## config.mk

```make
export PLATFORM = sky130hd
export DESIGN_NAME = cbkt_fifo
export DESIGN_NICKNAME = d
export VERILOG_FILES = /design/src/rtl/core/cbkt_pkg.sv /design/src/rtl/core/cbkt_fifo.sv
export SDC_FILE = /design/constraint.sdc
export NUM_CORES = 1
export LEC_CHECK = 0
export BUFFER_PORTS_ARGS = -buffer_cell sky130_fd_sc_hd__buf_2
export CAP_MARGIN = 25
export CORE_MARGIN = 2
export CORE_UTILIZATION = 44
export DETAILED_ROUTE_END_ITERATION = 8
export GPL_ROUTABILITY_DRIVEN = 0
export GPL_TIMING_DRIVEN = 0
export PLACE_DENSITY = 0.69
export SKIP_CTS_REPAIR_TIMING = 1
export SLEW_MARGIN = 30
export SYNTH_ARGS = -nofsm -noshare
export SYNTH_HDL_FRONTEND = slang
export SYNTH_SLANG_ARGS = --single-unit
```

## constraint.sdc

```tcl
create_clock -name clk -period 4.6 [get_ports clk]
set_clock_uncertainty 0.1 [all_clocks]
set_input_delay 0.69 -clock clk [delete_from_list [all_inputs] [get_ports clk]]
set_output_delay 0.69 -clock clk [all_outputs]
set_load 0.02 [all_outputs]
```

## src/rtl/core/cbkt_pkg.sv

```systemverilog
// Shared constants, register codes and helpers for the color blob k-means tracker.
// Used by every module of the core but the divider; depends on nothing.
`default_nettype none

package cbkt_pkg;

	localparam int MAX_POINTS_DEF   = 4096;
	localparam int NUM_CLUSTERS_DEF = 2;
	localparam int FRAME_WIDTH_DEF  = 1024;
	localparam int FRAME_HEIGHT_DEF = 768;
	localparam int ROUNDS_DEF       = 11;

	localparam int PIX_W       = 8;
	localparam int CFG_AW      = 5;
	localparam int CFG_DW      = 32;
	localparam int OUT_COORD_W = 10;
	localparam int MEAN_INIT   = 400;
	localparam int GATE_LIMIT  = 5;
	localparam int QUEUE_DEPTH = 4;

	typedef enum logic [2:0] {
		REG_HUE_LOW  = 3'd0,
		REG_HUE_HIGH = 3'd1,
		REG_SAT_LOW  = 3'd2,
		REG_SAT_HIGH = 3'd3,
		REG_VAL_LOW  = 3'd4,
		REG_VAL_HIGH = 3'd5
	} reg_idx_t;

	localparam logic [PIX_W-1:0] HUE_LOW_RST  = 8'd141;
	localparam logic [PIX_W-1:0] HUE_HIGH_RST = 8'd186;
	localparam logic [PIX_W-1:0] SAT_LOW_RST  = 8'd34;
	localparam logic [PIX_W-1:0] SAT_HIGH_RST = 8'd255;
	localparam logic [PIX_W-1:0] VAL_LOW_RST  = 8'd131;
	localparam logic [PIX_W-1:0] VAL_HIGH_RST = 8'd255;

	typedef struct packed {
		logic [PIX_W-1:0] hue_low;
		logic [PIX_W-1:0] hue_high;
		logic [PIX_W-1:0] sat_low;
		logic [PIX_W-1:0] sat_high;
		logic [PIX_W-1:0] val_low;
		logic [PIX_W-1:0] val_high;
	} thr_t;

	function automatic logic in_window(logic [PIX_W-1:0] c, logic [PIX_W-1:0] lo,
		logic [PIX_W-1:0] hi);
		return (c >= lo) && (c <= hi);
	endfunction

endpackage

`default_nettype wire

```

## src/rtl/core/cbkt_fifo.sv

```systemverilog
// Short transfer queue between the front end and the clustering back end.
// Depends on cbkt_pkg for its depth.
`default_nettype none

module cbkt_fifo #(
	parameter int W = 8
) (
	input  wire logic         clk,
	input  wire logic         arst_n,
	input  wire logic         push,
	input  wire logic [W-1:0] wdata,
	input  wire logic         pop,
	output logic      [W-1:0] rdata,
	output logic              full,
	output logic              empty
);

	localparam int D  = cbkt_pkg::QUEUE_DEPTH;
	localparam int PW = $clog2(D);
	localparam int CW = $clog2(D + 1);

	logic [W-1:0]  buf_q [D];
	logic [PW-1:0] wp_q;
	logic [PW-1:0] rp_q;
	logic [CW-1:0] cnt_q;

	assign full  = (cnt_q == CW'(D));
	assign empty = (cnt_q == '0);
	assign rdata = buf_q[rp_q];

	always_ff @(posedge clk) begin
		if (push && !full) begin
			buf_q[wp_q] <= wdata;
		end
	end

	always_ff @(posedge clk or negedge arst_n) begin
		if (!arst_n) begin
			wp_q  <= '0;
			rp_q  <= '0;
			cnt_q <= '0;
		end else begin
			if (push && !full) begin
				wp_q <= wp_q + 1'b1;
			end
			if (pop && !empty) begin
				rp_q <= rp_q + 1'b1;
			end
			cnt_q <= cnt_q + CW'(push && !full) - CW'(pop && !empty);
		end
	end

	a_no_push_full: assert property (@(posedge clk) disable iff (!arst_n)
		full |=> (cnt_q == CW'(D)) || $past(pop))
		else $error("queue count dropped without a pop");
	a_cnt_range: assert property (@(posedge clk) disable iff (!arst_n)
		cnt_q <= CW'(D))
		else $error("queue count beyond depth");
	a_pop_empty: assert property (@(posedge clk) disable iff (!arst_n)
		(empty && !push) |=> empty)
		else $error("queue filled without a push");

endmodule

`default_nettype wire

```

Yosys cells after proc, flatten, opt, wreduce, memory -nomap -nowiden --
Memory sizes are Yosys's and may differ from the RTL's. Index checks and enable logic that the tools add are counted.
Storage, ports and cells: logic and storage cells 16, bits in writable memories 32, register bits 7, memories 1
Operators by class: equal/unequal tests 1, add/subtract/negate cells 4, muxes and demuxes 2, reductions and logical operators 5
Memories:
- buf_q | depth 4, width 8, read ports 1, clocked after Yosys merged registers in 0, wr ports 1, line cbkt_fifo.sv:22 | logic [W-1:0] buf_q [D];
Operators by type and width (number):
- 2-bit by 1-bit adder with 2-bit output, second input constant | 2
- 3-bit by 1-bit adder with 3-bit output | 1
- 3-bit equality test, second input constant | 1
- 3-bit logical NOT | 1
- 3-bit by 1-bit subtractor with 3-bit output | 1
- 1-bit logical AND | 2
- 1-bit logical NOT | 2
- 1-bit two-way mux | 2

Longest topological paths before layout --
Gate-level depths: netlist (run 1).
depth in word-level cells 5, gate-level depth with buffers 8, gate-level depth less buffers 8

Least setup slack after synthesis (run 1) --
No wires, ideal clock.
path type reg-to-reg, start point reg cnt_q[1], end point reg cnt_q[2], cell stages (with the launch flop) 9, setup time 0.123 ns, path slack 2.425 ns, arrival 1.952 ns, clock period less this slack 2.175 ns, path through dfrtp_1 o31ai_1 inv_1 ha_1 inv_1 ha_1 fa_1 xnor2_1 xnor2_1
On the way: word-level cells in the longest chain between the ends 5, elaborated cells between the ends (all ways) 8, classes of those cells add/sub (2); eq/ne (1); reduce/logical (5)
RTL lines:
- from (decl) | line cbkt_fifo.sv:25 | logic [CW-1:0] cnt_q;
- from (signal assigned) | line cbkt_fifo.sv:49 | cnt_q <= cnt_q + CW'(push && !full) - CW'(pop && !empty);
- 3-bit equality test | line cbkt_fifo.sv:27 | assign full = (cnt_q == CW'(D));
- 1-bit logical NOT | line cbkt_fifo.sv:49
- 1-bit logical AND | line cbkt_fifo.sv:49
- 3-bit by 1-bit adder with 3-bit output | line cbkt_fifo.sv:49
- 3-bit by 1-bit subtractor with 3-bit output * | line cbkt_fifo.sv:49
Mark *: on every way between the ends. The rest lies on a longest branch, timed or not. A chain may end at the register's enable or synchronous reset.

Worst setup path after layout (run 1) --
start point reg rp_q[0], end point out rdata[7]
On the way: word-level cells in the longest chain between the ends 1
RTL lines:
- from (decl) | line cbkt_fifo.sv:24 | logic [PW-1:0] rp_q;
- from (signal assigned) | line cbkt_fifo.sv:47 | rp_q <= rp_q + 1'b1;
- memory read 4 x 8 bit
- to (decl) | line cbkt_fifo.sv:13 | output logic [W-1:0] rdata,
Every way passes these cells.

==> results of run 1 <==
## logic make-up (layout without fill, tap and decap cells)
| logic type | after synthesis | count (layout) | share of synthesized area |
|---|---|---|---|
| AOI/OAI and AO/OA | 4 | 4 | 0.0193 |
| xor gates and xnor gates | 4 | 4 | 0.0216 |
| adders and majority gates | 7 | 7 | 0.0586 |
| buffers and inverters | 8 | 37 | 0.0216 |
| DFF | 39 | 39 | 0.700 |
| muxes | 8 | 8 | 0.111 |
| and+or+nand+nor | 13 | 13 | 0.0678 |
## layer usage
metal  vias to the layer above  share of wire  wire length, um  global-route usage
met5                         -              0                0                   0
met4                         0          0.026               65              0.0798
met3                         7          0.055              135              0.0556
met2                        18           0.51             1260               0.247
met1                       395           0.41             1000               0.164
li1                        376              -                -                   -
## worst paths after layout
kind | start | endpoint | slack (ns)
setup reg to reg | cnt_q[1] | cnt_q[2] | 2.29
min in group clk | wdata[3] | buf_q[3][3] | 0.51
hold reg to reg | wp_q[1] | wp_q[1] | 0.51
max in group asynchronous | arst_n | cnt_q[1] | 4.12
setup / recovery | rp_q[0] | rdata[7] | 2.27
hold / removal | arst_n | wp_q[1] | 0.12
## worst max-delay path: stages (launching register included)
cell     delay (ns)
dfrtp_1        0.33
buf_4          0.22
mux4_2         0.52
buf_2          0.17
## per-stage QoR
step | utilization | setup WS (ns) | instance area [um2]
2_1_floorplan | - | 2.43 | 1620
3_3_place_gp | 0.496 | 2.26 | 1790
3_5_place_dp | 0.496 | 2.23 | 1790
4_1_cts | 0.518 | 2.23 | 1870
5_1_grt | 0.518 | 2.10 | 1870
6_report | 0.518 | 2.27 | 1870
## area by class of cell
type                    instances  share of cell area
well taps                      48              0.0322
inverters                       6              0.0121
flip-flops and latches         39               0.608
clock buffers                   6              0.0388
clock inverters                 2             0.00402
repair buffers                 21              0.0563
multi-input cells              36               0.242
plain buffers                   2             0.00670
## report_power, final
group	total (uW)	internal (uW)	leakage (uW)	switching, uW
combinational	434	201	0.000290	234
sequential	534	478	0.000375	55.5
clock	212	103	0.0000403	109
total	1180	782	0.000706	398
## flip-flops by register name, summed over array words and instances (netlist names)
signal  flops
rp_q        2
buf_q      32
cnt_q       3
wp_q        2
## placed cells by master (no fill, tap or decap), drive strengths merged
cell / n
edfxtp: 32
buf: 22
mux4: 8
dfrtp: 7
clkbuf: 7
inv: 6
ha: 6
xnor2: 4
nand2b: 4
and3b: 4
nand4bb: 2
o211ai: 2
clkinv: 2
nor3: 1
o31ai: 1
nor3b: 1
o311ai: 1
nand2: 1
fa: 1
==> flow_summary.yaml, run 1 <==
status:
  status: "complete, no violations"
floorplan:
  die-area_mm2: 0.00419
  fp.dieH_um: 64.7
  fp.coreArea_mm2: 0.00361
  start_util: 0.450
  ioPinCount: 22
  rows: 22
  die_x_um: 64.7
timing:
  drv_slew: 0
  slew_headroom: 0.683
  rsz0062_at_grt: "false"
  max_slew.worst_pin.slew_ns: 0.476
  timing.hold.ws_ns: 0.123
  fmax_ghz: 0.430
  period_minus_slack_ns: 2.33
  setup_viol: 0
  finalCritPeriodShare: 0.506
  fin_tns_setup_ns: 0
  hold_viol: 0
global_route:
  grt_max_degree: 12
  grtUsageTotal: 0.148
  grt_overflow: 0
  antenna_found_initial: 0
  grt_pass1_wl_um: 4370
  grt_pass1_vias: 909
power:
  p_total_uw: 1180
  ir_drop_uv: 314
  p_per_area_mw_per_mm2: 632
  leakage_uw: 0.000706
logic_synthesis:
  synth_common_cells: "edfxtp_1, mux4_2, dfrtp_1"
  ys_top_cells_by_area: "edfxtp_1, mux4_2, dfrtp_1, ha_1, and3b_1"
  yosys.cell_types.count: 18
  synthDominantCellAreaShare: 0.592
  synth_most_common_cell: "edfxtp_1"
  synth_ff_type: "edfxtp_1"
  async_flop_share: 0.179
  synth.avg_cell_area_um2: 19.6
  postSynthCellCount: 83
  yosys.area.top_type: "edfxtp_1"
  syn_area_mm2: 0.00162
  ys_warn_count: 0
  syn-num-nets: 102
  synth_seq_cells: 39
  synth-seq-area-share: 0.700
  synth-edff-count: 32
drt:
  drtIter0Drc: 25
  first_pass_iters: 4
  postRouteWirelength_um: 2460
  drc: 0
  drtAntennaViolNets: 0
  detail_route.wl_per_cell_um: 15.4
  vias: 796
  vias_per_cell: 4.98
critical_path:
  startpoint_type: "flop"
  cp.required_ns: 3.81
  cp.arrival_ns: 1.54
  crit_path_end_kind: "output port"
  timing.reg2reg.worst_path_depth: 8
  path_class: "flop to output port"
  path_max_fanout: 10
place:
  dp_cells: 152
  port_buffers: 21
  dp_hpwl_um: 1670
cells_and_area:
  drive_gt1_frac: 0.330
  seq_area_mm2: 0.00114
  layout.nets: 130
  multi_input_area_um2: 452
  fillerInstances: 303
  stdcell_count: 160
  diodes: 0
  area_growth_pct: 15.1
flow_run:
  drv_cap: 0
clock_tree:
  ctsHtreeMaxLevel: 2
  clk_pin_slew_ns: 0.07
  insertion_delay_ns: 0.29
  cts_root_buf: "clkbuf_8"
  cts_buffer_depth: 2
  cts_tree: "done"
  cts_made_buffers: 5
  cts_sinks: 39
hold_path:
  hp-class: "input port to async pin"
Power figures use the tool's default switching activity.
==> run 2: changes to the inputs <==
Settings changed: PLACE_DENSITY 0.69 to 0.71.
Clock period 4.6 ns to 1.9 ns, I/O delays scaled along.
==> run 2 against run 1 <==
Design area increased by 9.6%. Critical path type is now flop to flop. Register-to-register slack worse by 2.5 ns. Largest power group unchanged. Routed wire length is 4.6% higher. The flow now finishes with violations (negative setup slack). Largest cell class unchanged. Sequential share of layout area fell by 5.2 points.
==> flow_summary.yaml, run 2 (synthesized netlist as in run 1, its figures left out) <==
clock_tree:
  cts_buffer_depth: 2
  clk_pin_slew_ns: 0.07
  cts_sinks: 39
  cts_tree: "done"
  ctsHtreeMaxLevel: 2
  insertion_delay_ns: 0.28
  cts_made_buffers: 5
  cts_root_buf: "clkbuf_8"
global_route:
  grt_max_degree: 13
  grtUsageTotal: 0.143
  grt_pass1_wl_um: 4170
  grt_pass1_vias: 831
  grt_overflow: 0
  antenna_found_initial: 0
floorplan:
  rows: 22
  fp.coreArea_mm2: 0.00361
  die_x_um: 64.7
  start_util: 0.450
  ioPinCount: 22
  die-area_mm2: 0.00419
  fp.dieH_um: 64.7
drt:
  drtIter0Drc: 47
  vias: 848
  drtAntennaViolNets: 0
  drc: 0
  detail_route.wl_per_cell_um: 15.0
  postRouteWirelength_um: 2570
  vias_per_cell: 4.96
  first_pass_iters: 4
cells_and_area:
  final_cell_mix: "edfxtp_1, buf_2, buf_4"
  final_common_cell: "edfxtp_1"
  diodes: 0
  regMostFlops: "buf_q"
  drive_gt1_frac: 0.488
  largestRegisters: "buf_q: 32 flops, cnt_q: 3 flops"
  largest_register_ffs: 32
  stdcell_count: 171
  area_growth_pct: 26.2
  layout.nets: 141
timing:
  setup_viol: 2
  layout_setup_ws_ns: -0.233
  max_slew.worst_pin.slew_ns: 0.431
  rsz0062_at_grt: "true"
  finalCritPeriodShare: 1.12
  drv_slew: 0
  hold_viol: 0
  period_minus_slack_ns: 2.13
  slew_headroom: 0.713
  fmax_ghz: 0.469
flow_run:
  drv_cap: 0
hold_path:
  min_from: "wdata[2]"
  hp-class: "input port to flop"
power:
  swShare: 0.321
  leakage_uw: 0.000781
  clockPowerShare: 0.199
  p_switching_uw: 1050
  p_per_area_mw_per_mm2: 1590
  power_frac_seq: 0.405
  p_int_uw: 2210
  p_comb_frac: 0.396
  ir_drop_uv: 674
  p_total_uw: 3260
critical_path:
  startpoint_type: "flop"
  path_max_fanout: 6
  reg2reg_from: "cnt_q[0]"
  crit_path_end_kind: "flop"
  crit_path_cell_trace: "o31ai_4 -> inv_2 -> ha_4 -> inv_2 -> ha_4 -> fa_2 -> xnor2_2 -> xnor2_1"
  cp.required_ns: 1.97
  crit_start: "cnt_q[0]"
  cpMaxStageDelayCell: "dfrtp_2"
  path_class: "flop to flop"
  slowest_delay_ns: 0.48
  cp.arrival_ns: 2.20
place:
  port_buffers: 21
  pre_cts_slack_ns: -0.338
  dp_hpwl_um: 1710
  dp_cells: 152
status:
  violations: "negative setup slack"
  status: "finished with violations"
run 2: changes by cell type in the layout (fill, tap and decap cells not counted), sizes merged:
cell	previous run	this run
dlygate4sd3	0	1
bufinv	0	1
buf	22	32
clkbuf	7	6
run 2: layout make-up:
class                      instances  area (um2)
timing repair buffer              32         190
sequential                        39        1140
inverter                           6        22.5
clock buffer                       5        68.8
clock inverter                     3        38.8
multi-input combinational         36         508
buffer                             2        20.0
tap                               48        60.1
fill                             308        1560
run 2: worst paths after layout:
kind	to	slack, ns	cells past startpoint
hold reg to reg	wp_q[1]	0.50	2
hold / removal	buf_q[0][2]	0.11	1
min in group asynchronous	cnt_q[0]	0.26	2
setup / recovery	cnt_q[2]	-0.23	8
setup reg to reg	cnt_q[2]	-0.23	8
max in group asynchronous	cnt_q[1]	1.26	2
run 2: worst max-delay path, delay by kind of cell (launching register included):
family / cells / cell delay, ns
adders and majority gates: 3 / 0.78
xor gates and xnor gates: 2 / 0.27
buffers and inverters: 2 / 0.11
DFF: 1 / 0.48
AOI/OAI and AO/OA: 1 / 0.28
run 2: layer usage:
metal | global-route usage | part of all wire | up-vias
met1 | 0.165 | 0.39 | 422
met3 | 0.0538 | 0.048 | 7
met2 | 0.235 | 0.54 | 20
met5 | 0 | 0 | -
li1 | - | - | 399
met4 | 0.0718 | 0.019 | 0
run 2: metrics by stage:
step / hold slack [ns] / area [um2] / util / setup TNS [ns]
final: 0.109 / 2050 / 0.568 / -0.289
after global routing: 0.101 / 2050 / 0.568 / -0.769
after CTS: -0.282 / 1910 / 0.529 / -0.845
after detailed placement: 0.0341 / 1800 / 0.499 / -0.554
after global placement: 0.0240 / 1800 / 0.499 / -0.387
after floorplan: -0.111 / 1630 / - / -0.370
run 2: power by group through the flow:
stage	Sequential, uW	Clock (uW)	Combinational, uW
3_5_place_dp	1330	0	1070
4_1_cts	1320	669	1080
5_1_grt	1350	711	1420
2_1_floorplan	1280	0	819
3_3_place_gp	1310	0	1040
6_report	1320	649	1290
