**src/rtl/core/cbkt_pkg.sv**
```systemverilog
// Shared constants, register codes and helpers for the color blob k-means tracker.
// Used by every module of the core but the divider; depends on nothing.
`default_nettype none

package cbkt_pkg;

	localparam int MAX_POINTS_DEF   = 4096;
	localparam int NUM_CLUSTERS_DEF = 2;
	localparam int FRAME_WIDTH_DEF  = 1024;
	localparam int FRAME_HEIGHT_DEF = 768;
	localparam int ROUNDS_DEF       = 11;

	localparam int PIX_W       = 8;
	localparam int CFG_AW      = 5;
	localparam int CFG_DW      = 32;
	localparam int OUT_COORD_W = 10;
	localparam int MEAN_INIT   = 400;
	localparam int GATE_LIMIT  = 5;
	localparam int QUEUE_DEPTH = 4;

	typedef enum logic [2:0] {
		REG_HUE_LOW  = 3'd0,
		REG_HUE_HIGH = 3'd1,
		REG_SAT_LOW  = 3'd2,
		REG_SAT_HIGH = 3'd3,
		REG_VAL_LOW  = 3'd4,
		REG_VAL_HIGH = 3'd5
	} reg_idx_t;

	localparam logic [PIX_W-1:0] HUE_LOW_RST  = 8'd141;
	localparam logic [PIX_W-1:0] HUE_HIGH_RST = 8'd186;
	localparam logic [PIX_W-1:0] SAT_LOW_RST  = 8'd34;
	localparam logic [PIX_W-1:0] SAT_HIGH_RST = 8'd255;
	localparam logic [PIX_W-1:0] VAL_LOW_RST  = 8'd131;
	localparam logic [PIX_W-1:0] VAL_HIGH_RST = 8'd255;

	typedef struct packed {
		logic [PIX_W-1:0] hue_low;
		logic [PIX_W-1:0] hue_high;
		logic [PIX_W-1:0] sat_low;
		logic [PIX_W-1:0] sat_high;
		logic [PIX_W-1:0] val_low;
		logic [PIX_W-1:0] val_high;
	} thr_t;

	function automatic logic in_window(logic [PIX_W-1:0] c, logic [PIX_W-1:0] lo,
		logic [PIX_W-1:0] hi);
		return (c >= lo) && (c <= hi);
	endfunction

endpackage

`default_nettype wire

```
**src/rtl/core/cbkt_front.sv**
```systemverilog
// Front end: threshold registers on the APB port, pixel classification and raster counters.
// Depends on cbkt_pkg.
`default_nettype none

module cbkt_front #(
	parameter int FRAME_WIDTH  = cbkt_pkg::FRAME_WIDTH_DEF,
	parameter int FRAME_HEIGHT = cbkt_pkg::FRAME_HEIGHT_DEF,
	parameter int XW           = 10,
	parameter int YW           = 10
) (
	input  wire logic                           clk,
	input  wire logic                           arst_n,
	input  wire logic                           psel,
	input  wire logic                           penable,
	input  wire logic                           pwrite,
	input  wire logic [cbkt_pkg::CFG_AW-1:0]    paddr,
	input  wire logic [cbkt_pkg::CFG_DW-1:0]    pwdata,
	output logic      [cbkt_pkg::CFG_DW-1:0]    prdata,
	output logic                                pready,
	input  wire logic                           in_valid,
	output logic                                in_stall,
	input  wire logic [cbkt_pkg::PIX_W-1:0]     pixel_hue,
	input  wire logic [cbkt_pkg::PIX_W-1:0]     pixel_sat,
	input  wire logic [cbkt_pkg::PIX_W-1:0]     pixel_val,
	input  wire logic                           frame_end,
	input  wire logic                           q_full,
	output logic                                q_push,
	output logic                                ent_match,
	output logic      [XW-1:0]                  ent_col,
	output logic      [YW-1:0]                  ent_row,
	output logic                                ent_last
);

	cbkt_pkg::thr_t         thr_q;
	logic [XW-1:0]          col_q;
	logic [YW-1:0]          row_q;
	logic                   accept;
	logic                   match;
	logic                   wr_en;
	cbkt_pkg::reg_idx_t     widx;
	logic [cbkt_pkg::PIX_W-1:0] rd_val;

	assign pready   = 1'b1;
	assign in_stall = q_full;
	assign accept   = in_valid && !q_full;

	assign match = cbkt_pkg::in_window(pixel_hue, thr_q.hue_low, thr_q.hue_high) &&
		cbkt_pkg::in_window(pixel_sat, thr_q.sat_low, thr_q.sat_high) &&
		cbkt_pkg::in_window(pixel_val, thr_q.val_low, thr_q.val_high);

	assign q_push    = accept && (match || frame_end);
	assign ent_match = match;
	assign ent_col   = col_q;
	assign ent_row   = row_q;
	assign ent_last  = frame_end;

	assign wr_en = psel && penable && pwrite && pready;
	assign widx  = cbkt_pkg::reg_idx_t'(paddr[4:2]);

	always_comb begin
		unique case (widx)
			cbkt_pkg::REG_HUE_LOW:  rd_val = thr_q.hue_low;
			cbkt_pkg::REG_HUE_HIGH: rd_val = thr_q.hue_high;
			cbkt_pkg::REG_SAT_LOW:  rd_val = thr_q.sat_low;
			cbkt_pkg::REG_SAT_HIGH: rd_val = thr_q.sat_high;
			cbkt_pkg::REG_VAL_LOW:  rd_val = thr_q.val_low;
			cbkt_pkg::REG_VAL_HIGH: rd_val = thr_q.val_high;
			default:                rd_val = '0;
		endcase
	end

	assign prdata = {{(cbkt_pkg::CFG_DW - cbkt_pkg::PIX_W){1'b0}}, rd_val};

	always_ff @(posedge clk or negedge arst_n) begin
		if (!arst_n) begin
			thr_q.hue_low  <= cbkt_pkg::HUE_LOW_RST;
			thr_q.hue_high <= cbkt_pkg::HUE_HIGH_RST;
			thr_q.sat_low  <= cbkt_pkg::SAT_LOW_RST;
			thr_q.sat_high <= cbkt_pkg::SAT_HIGH_RST;
			thr_q.val_low  <= cbkt_pkg::VAL_LOW_RST;
			thr_q.val_high <= cbkt_pkg::VAL_HIGH_RST;
		end else if (wr_en) begin
			unique case (widx)
				cbkt_pkg::REG_HUE_LOW:  thr_q.hue_low  <= pwdata[cbkt_pkg::PIX_W-1:0];
				cbkt_pkg::REG_HUE_HIGH: thr_q.hue_high <= pwdata[cbkt_pkg::PIX_W-1:0];
				cbkt_pkg::REG_SAT_LOW:  thr_q.sat_low  <= pwdata[cbkt_pkg::PIX_W-1:0];
				cbkt_pkg::REG_SAT_HIGH: thr_q.sat_high <= pwdata[cbkt_pkg::PIX_W-1:0];
				cbkt_pkg::REG_VAL_LOW:  thr_q.val_low  <= pwdata[cbkt_pkg::PIX_W-1:0];
				cbkt_pkg::REG_VAL_HIGH: thr_q.val_high <= pwdata[cbkt_pkg::PIX_W-1:0];
				default: ;
			endcase
		end
	end

	always_ff @(posedge clk or negedge arst_n) begin
		if (!arst_n) begin
			col_q <= '0;
			row_q <= '0;
		end else if (accept) begin
			if (frame_end) begin
				col_q <= '0;
				row_q <= '0;
			end else if (col_q == XW'(FRAME_WIDTH - 1)) begin
				col_q <= '0;
				row_q <= (row_q == YW'(FRAME_HEIGHT - 1)) ? '0 : row_q + 1'b1;
			end else begin
				col_q <= col_q + 1'b1;
			end
		end
	end

endmodule

`default_nettype wire

```
**config.mk**
```make
export PLATFORM = sky130hd
export DESIGN_NAME = cbkt_front
export DESIGN_NICKNAME = d
export VERILOG_FILES = /design/src/rtl/core/cbkt_pkg.sv /design/src/rtl/core/cbkt_front.sv
export SDC_FILE = /design/constraint.sdc
export NUM_CORES = 1
export LEC_CHECK = 0
export ABC_CLOCK_PERIOD_IN_PS = 2350
export BUFFER_PORTS_ARGS = -buffer_cell sky130_fd_sc_hd__buf_2
export CAP_MARGIN = 20
export CORE_MARGIN = 1
export CORE_UTILIZATION = 48
export CTS_CLUSTER_DIAMETER = 50
export DETAILED_ROUTE_END_ITERATION = 12
export GPL_TIMING_DRIVEN = 0
export HOLD_SLACK_MARGIN = 0.15
export PLACE_DENSITY_LB_ADDON = 0.15
export SLEW_MARGIN = 5
export SYNTH_ARGS = -nofsm -noshare
export SYNTH_HDL_FRONTEND = slang
export SYNTH_SLANG_ARGS = --single-unit
```
**constraint.sdc**
```tcl
create_clock -name clk -period 2.35 [get_ports clk]
set_input_delay 0.47 -clock clk [delete_from_list [all_inputs] [get_ports clk]]
set_output_delay 0.47 -clock clk [all_outputs]
set_load 0.01 [all_outputs]
```
After elaboration in Yosys (flattened, before gate mapping):

Cells that the tools add are included.

* bits in registers: 68
* bits of input ports: 69
* output and inout bits: 57
* logic and storage cells: 49

* $add $sub $neg: 2
* magnitude comparators: 6
* eq/ne operators: 7
* muxes and demuxes: 6
* reductions and logical operators: 20

Operators with widths (number)
* 2-to-1 mux 10 bit: 5
* case mux 8 bit (6 select lines): 1
* greater-or-equal comparator 8 bit: 3
* <= comparator 8 bit: 3
* adder 10 x 1 -> 10 bit (second input constant): 2
* == test 10 bit (second input constant): 2
* AND reduction 2 bit: 7
* logical AND 1 bit: 9
* == test 3 x 2 -> 1 bit (second input constant): 2
* == test 3 bit (second input constant): 2
* == test 3 x 1 -> 1 bit (second input constant): 1
* logical NOT 3 bit: 1
* nonzero test 2 bit: 1
* logical NOT 1 bit: 1
* logical OR 1 bit: 1

Depth between registers and ports, before layout:

Gate-level depths: netlist of run 1.

* word-level depth: 6
* depth in mapped cells: 8
* gate-level depth less buffers: 8

Worst setup path after synthesis of run 1:

No wires, ideal clock.

* kind: register to output
* from: reg thr_q[17] (netlist bit)
* to: out q_push
* data arrival time: 2.396 ns
* data required time: 1.880 ns
* path slack: -0.516 ns
* cell stages (with the launch flop): 9
* buffers on the path: 0
* cell sequence: dfstp_2 > inv_1 > ha_1 > nor2b_1 > o21ai_0 > a21boi_0 > o31a_1 > a2111oi_0 > o21a_1

* longest elaborated chain between the ends: 6

Ends and longest elaborated chain
* from (decl): RTL line cbkt_front.sv:34 `cbkt_pkg::thr_t thr_q;`
* <= comparator 8 bit: RTL line cbkt_pkg.sv:48 `return (c >= lo) && (c <= hi);`
* logical AND 1 bit: RTL line cbkt_pkg.sv:48
* logical AND 1 bit: RTL line cbkt_front.sv:47 `assign match = cbkt_pkg::in_window(pixel_hue, thr_q.hue_low, thr_q.hue_high) &&`
* logical AND 1 bit: RTL line cbkt_front.sv:48 `cbkt_pkg::in_window(pixel_sat, thr_q.sat_low, thr_q.sat_high) &&`
* via ent_match: RTL line cbkt_front.sv:28 `output logic ent_match,`
* logical OR 1 bit: RTL line cbkt_front.sv:51 `assign q_push = accept && (match || frame_end);`
* logical AND 1 bit: RTL line cbkt_front.sv:51
* to (decl): RTL line cbkt_front.sv:27 `output logic q_push,`

The timed path passes the listed nets, and every way through them passes these cells.

Worst setup path in the final report of run 1:

* from: reg thr_q[33] (netlist bit)
* to: out q_push

* longest elaborated chain between the ends: 6

Ends and longest elaborated chain (RTL line)
* <= comparator 8 bit: cbkt_pkg.sv:48
* logical AND 1 bit: cbkt_pkg.sv:48
* logical AND 1 bit: cbkt_front.sv:47
* logical AND 1 bit: cbkt_front.sv:48
* logical OR 1 bit: cbkt_front.sv:51
* logical AND 1 bit: cbkt_front.sv:51

No other way between the ends.

==> results of run 1 <==
[cell type report]
class | count | area share, %
clock inverters | 4 | 0.442
clock buffers | 12 | 2.74
flip-flops and latches | 68 | 30.7
plain buffers | 39 | 4.55
multi-input cells | 381 | 48.2
repair buffers | 77 | 6.98
inverters | 50 | 3.53
well taps | 129 | 2.85
[cell usage after synthesis, types with 2 or more instances]
master | n | area [um^2]
nand2_1 | 78 | 293
o21ai_0 | 64 | 320
ha_1 | 50 | 626
inv_1 | 50 | 188
dfrtp_1 | 38 | 951
dfstp_2 | 30 | 788
nor2_1 | 28 | 105
buf_4 | 27 | 203
a21oi_1 | 18 | 90.1
mux2_2 | 14 | 158
mux2i_1 | 12 | 120
clkbuf_1 | 11 | 41.3
nand3_1 | 8 | 40.0
nand2b_1 | 6 | 37.5
nand4_1 | 6 | 37.5
nor3_1 | 5 | 25.0
and3_1 | 4 | 25.0
and4_1 | 4 | 35.0
nor2b_1 | 4 | 25.0
o22ai_1 | 4 | 25.0
a2111oi_0 | 3 | 26.3
a31oi_1 | 3 | 18.8
buf_1 | 3 | 11.3
mux4_2 | 3 | 67.6
o211ai_1 | 3 | 22.5
o31ai_1 | 3 | 22.5
a211o_1 | 2 | 17.5
a21o_1 | 2 | 15.0
a22o_1 | 2 | 17.5
a22oi_1 | 2 | 15.0
and2_1 | 2 | 12.5
conb_1 | 2 | 7.51
nand3b_1 | 2 | 15.0
nor3b_1 | 2 | 15.0
o21a_1 | 2 | 15.0
o221ai_1 | 2 | 17.5
xnor2_1 | 2 | 17.5
xor2_1 | 2 | 17.5
[kinds of logic (layout without fill, tap and decap cells)]
family	Yosys count	count (layout)	synth area share (%)
AOI/OAI and AO/OA	116	116	14.6
xor gates and xnor gates	4	4	0.759
adders and majority gates	50	50	13.6
buffers and inverters	92	182	9.84
DFF	68	68	37.7
muxes	29	29	7.48
other	2	25	0.163
and+or+nand+nor	157	157	15.9
[final timing paths]
check                                    endpoint  slack, ns  cells after the start
min in group clk             thr_q[2]$_DFFE_PN1P_       0.41                      3
setup / recovery                           q_push      -0.70                      9
hold / removal              thr_q[13]$_DFFE_PN0P_       0.23                      1
hold reg to reg            ent_col[6]$_DFFE_PN0P_       0.52                      1
max in group asynchronous   thr_q[30]$_DFFE_PN0P_       1.56                      1
setup reg to reg           ent_row[3]$_DFFE_PN0P_       0.22                      7
[worst max-delay path, cell delays in order (launching register included)]
cell	delay, ns
dfstp_2	0.54
inv_2	0.05
ha_4	0.21
nor2b_1	0.14
o211ai_1	0.23
a211o_1	0.18
nand4_1	0.19
a2111oi_4	0.44
o21a_1	0.15
buf_2	0.12
[repair_timing]
action,4_1_cts,5_1_grt
setup endpoints to repair,10,5
setup buffers,0,3
gates resized for setup,9,25
pin swaps,3,9
[flip-flops by register name, indices dropped and copies added (netlist names)]
name,cells
ent_row,10
thr_q,48
ent_col,10
[layer usage]
metal  vias up  global-route usage (%)  wire [um]  part of all wire [%]
met4         0                    8.58        311                   2.7
met1      1886                    29.1       4860                    42
met3        24                    5.57        689                   6.0
li1       1958                       -          -                     -
met2       135                    41.0       5670                    49
met5         -                       0          0                     0
[power breakdown]
| group | total, mW | leakage (nW) | switching [mW] | internal, mW |
|---|---|---|---|---|
| Sequential | 1.62 | 0.791 | 0.153 | 1.47 |
| Clock | 0.888 | 0.0884 | 0.451 | 0.438 |
| Combinational | 1.26 | 1.85 | 0.690 | 0.573 |
==> reports/results.ini, run 1 <==
[clock_network]
path_clk_slew_ns = 0.07
cts_buffer_depth = 2
tritoncts = done
cts_root_buf = clkbuf_8
numCtsBuffers = 9
cts_sinks = 68
cts_hold_buf = 0
clock_latency_ns = 0.34
h-tree-depth = 3

[sta]
worstMarginPinSlew_ns = 0.856
skew_ns = 0.00419
max_freq_mhz = 328
setup-violations-final = 2
setup_tns_ns = -1.34
period_needed_ns = 3.05
hold_viol_final = 0
finalCritPeriodShare_pct = 130
relSlewSlack_pct = 42.9
rsz0062_at_grt = yes
finalMaxSlewViolations = 0
whs_ns = 0.229
fin_ws_ns = -0.700

[die]
die_w_um = 100
dieArea_um2 = 10000
row_count = 35
start_util_pct = 49.7
die_h_um = 100
fp.coreArea_um2 = 9280
io_pins = 126

[logic_synthesis]
seq_area_frac_synth_pct = 37.7
syn_area_per_cell_um2 = 8.91
synth-edff-count = 0
async_reset_ff_share_pct = 100
postSynthCellCount = 518
synth_ff_type = dfrtp_1
synthesis.area_um2 = 4620
yosysWarnings = 0
synth-seq-cells = 68
synth_cell_types = 53

[power]
ir_drop_mv = 0.319
cellLeakagePower_nw = 2.73
p_total_mw = 3.77
power_density_nw_per_um2 = 666

[routing]
viasPerCell = 5.27
wire_per_inst_um = 15.2
drc = 0
drtIter0Drc = 150
wl_um = 11500
num_vias = 4003
ant_nets = 0
firstDrtPassIters = 4

[setup_path]
setup.worst_path.start = thr_q[33]$_DFFE_PN1P_
cp_max_fo = 2
reg2reg_from = ent_col[0]$_DFFE_PN0P_
cp.arrival_ns = 2.58
criticalPathCategory = flip-flop to output pin
cp-end-kind = output pin
cp.required_ns = 1.88
start_kind = flip-flop

[placed_design]
placed_area_um2 = 5270
dp.cells = 744
io_buffers = 74
place_congestion = 0.887
hpwl_um = 8610
post-place-ws_ns = -0.810

[final_layout]
nets = 745
drive_above_1_share_pct = 31.7
area_growth_pct = 22.7
multiInputGateArea_um2 = 2730
stdcell_count = 760
fin_util_pct = 61.0
final_common_cell = nand2_1
fin_area_um2 = 5660
seq_area_um2 = 1740
fill_cells = 850
final_cell_mix = nand2_1 (78), buf_2 (75), o21ai_0 (62), inv_1 (44), ha_1 (40)
antenna-diode-count = 0

[min_path]
holdCritPathClass = input pin to async pin

[global_routing]
grt_overflow_total = 0
grt_max_degree = 69
track_usage_pct = 23.8
grt_pass1_vias = 3868
grt_pass1_wl_um = 18300
antenna_found_initial = 0

[flow_run]
cap_violations = 0

[status]
violations = setup timing
status = complete, but fails checks

(Power assumes the default switching activity.)
==> run 2: changes to the inputs <==
--- a/config.mk
+++ b/config.mk
@@ -9,12 +9,12 @@
 export BUFFER_PORTS_ARGS = -buffer_cell sky130_fd_sc_hd__buf_2
 export CAP_MARGIN = 20
 export CORE_MARGIN = 1
-export CORE_UTILIZATION = 48
+export CORE_UTILIZATION = 45
 export CTS_CLUSTER_DIAMETER = 50
 export DETAILED_ROUTE_END_ITERATION = 12
 export GPL_TIMING_DRIVEN = 0
 export HOLD_SLACK_MARGIN = 0.15
-export PLACE_DENSITY_LB_ADDON = 0.15
+export PLACE_DENSITY_LB_ADDON = 0.25
 export SLEW_MARGIN = 5
 export SYNTH_ARGS = -nofsm -noshare
 export SYNTH_HDL_FRONTEND = slang
==> reports/results.ini, run 2 (synthesis results as in run 1) <==
[global_routing]
grt_pass1_vias = 3773  ; -2.5%
grt_pass1_wl_um = 18100  ; -1.1%
antenna_found_initial = 0  ; unchanged
track_usage_pct = 22.6  ; -1.2 points
grt_max_degree = 69  ; unchanged
grt_overflow_total = 0  ; unchanged

[clock_network]
clock_latency_ns = 0.34  ; about the same
cts_hold_buf = 0  ; unchanged
path_clk_slew_ns = 0.08  ; about the same
cts_root_buf = clkbuf_8
cts_buffer_depth = 2  ; unchanged
numCtsBuffers = 9  ; unchanged
cts_sinks = 68  ; unchanged
h-tree-depth = 3  ; unchanged
tritoncts = done

[power]
sequentialPowerShare_pct = 42.5  ; -0.5 points
clock_power_share_pct = 25.9  ; +2.3 points
power_density_nw_per_um2 = 678  ; +1.8%
switchingPower_mw = 1.25  ; -3.6%
cellLeakagePower_nw = 2.73  ; about the same
cell_internal_pwr_mw = 2.56  ; +3.3%
switching_share_pct = 32.8  ; -1.5 points
comb_power_share_pct = 31.6  ; -1.9 points
ir_drop_mv = 0.344  ; +7.8%

[routing]
drtIter0Drc = 126  ; -16%
wl_um = 11400  ; -1.4%
drc = 0  ; unchanged
viasPerCell = 5.22  ; -0.86%
ant_nets = 0  ; unchanged
firstDrtPassIters = 4  ; unchanged
num_vias = 4005  ; +0.050%
wire_per_inst_um = 14.8  ; -2.3%

[placed_design]
hpwl_um = 8830  ; +2.5%
io_buffers = 74  ; unchanged
place_congestion = 0.815  ; -8.2%
placed_area_um2 = 5280  ; about the same
post-place-ws_ns = -0.553  ; +0.258 ns

[die]
start_util_pct = 46.8  ; -2.9 points
fp.coreArea_um2 = 9860  ; +6.3%
die_h_um = 103  ; +3.2%
dieArea_um2 = 10700  ; +6.5%
io_pins = 126  ; unchanged
row_count = 36  ; +2.9%
die_w_um = 103  ; +3.2%

[sta]
period_needed_ns = 2.97  ; -0.0753 ns
max_freq_mhz = 336  ; +2.5%
relSlewSlack_pct = 42.9  ; -0.066 points
setup_tns_ns = -1.18  ; +0.153 ns
hold_viol_final = 0  ; unchanged
finalCritPeriodShare_pct = 127  ; -3.2 points
worstMarginPinSlew_ns = 0.857  ; +0.000983 ns
finalMaxSlewViolations = 0  ; unchanged
fin_ws_ns = -0.625  ; +0.0753 ns
rsz0062_at_grt = yes
setup-violations-final = 2  ; unchanged
skew_ns = 0.00683  ; +0.00263 ns

[final_layout]
antenna-diode-count = 0  ; unchanged
final_common_cell = nand2_1
nets = 748  ; +0.40%
fill_cells = 870  ; +2.4%
final_cell_mix = nand2_1 (78), buf_2 (75), o21ai_0 (63), inv_1 (45), ha_1 (43)
area_growth_pct = 21.7
largest_register_ffs = 48  ; unchanged
fin_util_pct = 56.9  ; -4.1 points
max_flop_register = thr_q
multiInputGateArea_um2 = 2640  ; -3.3%
drive_above_1_share_pct = 30.1  ; -1.6 points
fin_area_um2 = 5620  ; -0.84%
seq_area_um2 = 1740  ; unchanged

[setup_path]
criticalPathCategory = flip-flop to output pin
worstRegToRegCells = 7  ; unchanged
max_stage_delay_ns = 0.54  ; about the same
cp-end-kind = output pin
ff2ff_setup_slack_ns = 0.23  ; about the same
path_delay_family = compound AO/OA/AOI/OAI gates
crit_buf_inv = 2  ; unchanged
cpMostUsedCell = nand4_1
start_kind = flip-flop
reg2reg_to = ent_row[4]$_DFFE_PN0P_
cp_max_fo = 3  ; +1
slowest_stage = dfstp_2
reg2reg_from = ent_col[0]$_DFFE_PN0P_
critPathCapture = q_push
crit_cells = 9  ; unchanged
setup.worst_path.start = thr_q[39]$_DFFE_PN1P_
cp.arrival_ns = 2.50  ; -0.08 ns
crit_chain = inv_2 -> ha_4 -> nand4_1 -> nand2b_1 -> a22oi_1 -> nand4_1 -> a2111oi_4 -> o21a_1 -> buf_2
cp.required_ns = 1.88  ; about the same

[status]
violations = setup timing
status = complete, but fails checks

[flow_run]
cap_violations = 0  ; unchanged

[min_path]
holdCritPathClass = input pin to async pin

[run 2: cell types whose count changed in the layout (fill, tap and decap cells not counted), sizes merged]
cell,before,now
bufinv,0,1
clkinvlp,2,0
clkinv,2,1
buf,108,110
clkbuf,20,23
[run 2: repair_timing]
action	4_1_cts	5_1_grt
pin swaps	10	5
gates cloned	0	0
endpoints found under the hold margin	0	0
setup endpoints to repair	10	6
buffers inserted	2	3
resized for setup	16	7
[run 2: area by class of cell]
class	instances	area share, %
Clock inverter	2	0.624
Clock buffer	14	2.90
Tap cell	133	2.96
Inverter	50	3.56
Multi-Input combinational cell	381	47.0
Sequential cell	68	31.0
Buffer	40	4.66
Timing Repair Buffer	79	7.31
[run 2: worst min-delay path by stage]
stage                                     start                      to  depth (start not counted)
after floorplan                          arst_n  ent_col[0]$_DFFE_PN0P_                          0
after global placement    thr_q[17]$_DFFE_PN1P_   thr_q[17]$_DFFE_PN1P_                          2
after detailed placement   thr_q[4]$_DFFE_PN1P_    thr_q[4]$_DFFE_PN1P_                          2
after CTS                                arst_n   thr_q[10]$_DFFE_PN0P_                          1
after global routing                     arst_n   thr_q[24]$_DFFE_PN0P_                          1
final                                    arst_n   thr_q[10]$_DFFE_PN0P_                          1
[run 2: routing by layer]
layer	share of wire, %	track usage (%)	vias to the layer above
met2	49	39.2	134
met4	3.1	8.56	0
li1	-	-	1964
met3	5.5	5.38	29
met5	0	0	-
met1	42	27.2	1878
[run 2: power by group through the flow]
stage / clock (mW) / combinational (mW) / sequential [mW]
after detailed placement: 0 / 1.10 / 1.63
final: 0.988 / 1.20 / 1.62
after floorplan: 0 / 0.746 / 1.60
after global routing: 1.06 / 1.36 / 1.65
after global placement: 0 / 1.05 / 1.62
after CTS: 1.01 / 1.17 / 1.62
[run 2: stage by stage]
step	hold slack, ns	power (mW)	cells
after floorplan	0.174	2.34	541
after global placement	0.508	2.68	748
after detailed placement	0.512	2.74	748
after CTS	0.267	3.79	764
after global routing	0.306	4.08	767
final	0.220	3.81	767
[run 2: worst reg2reg max path, stage by stage, from the launching register on]
cell and delay [ns]:
dfrtp_1 0.43, ha_1 0.25, nand2_1 0.09, o41a_1 0.51
nand2b_4 0.18, buf_6 0.15, or2_0 0.24, o31ai_1 0.19
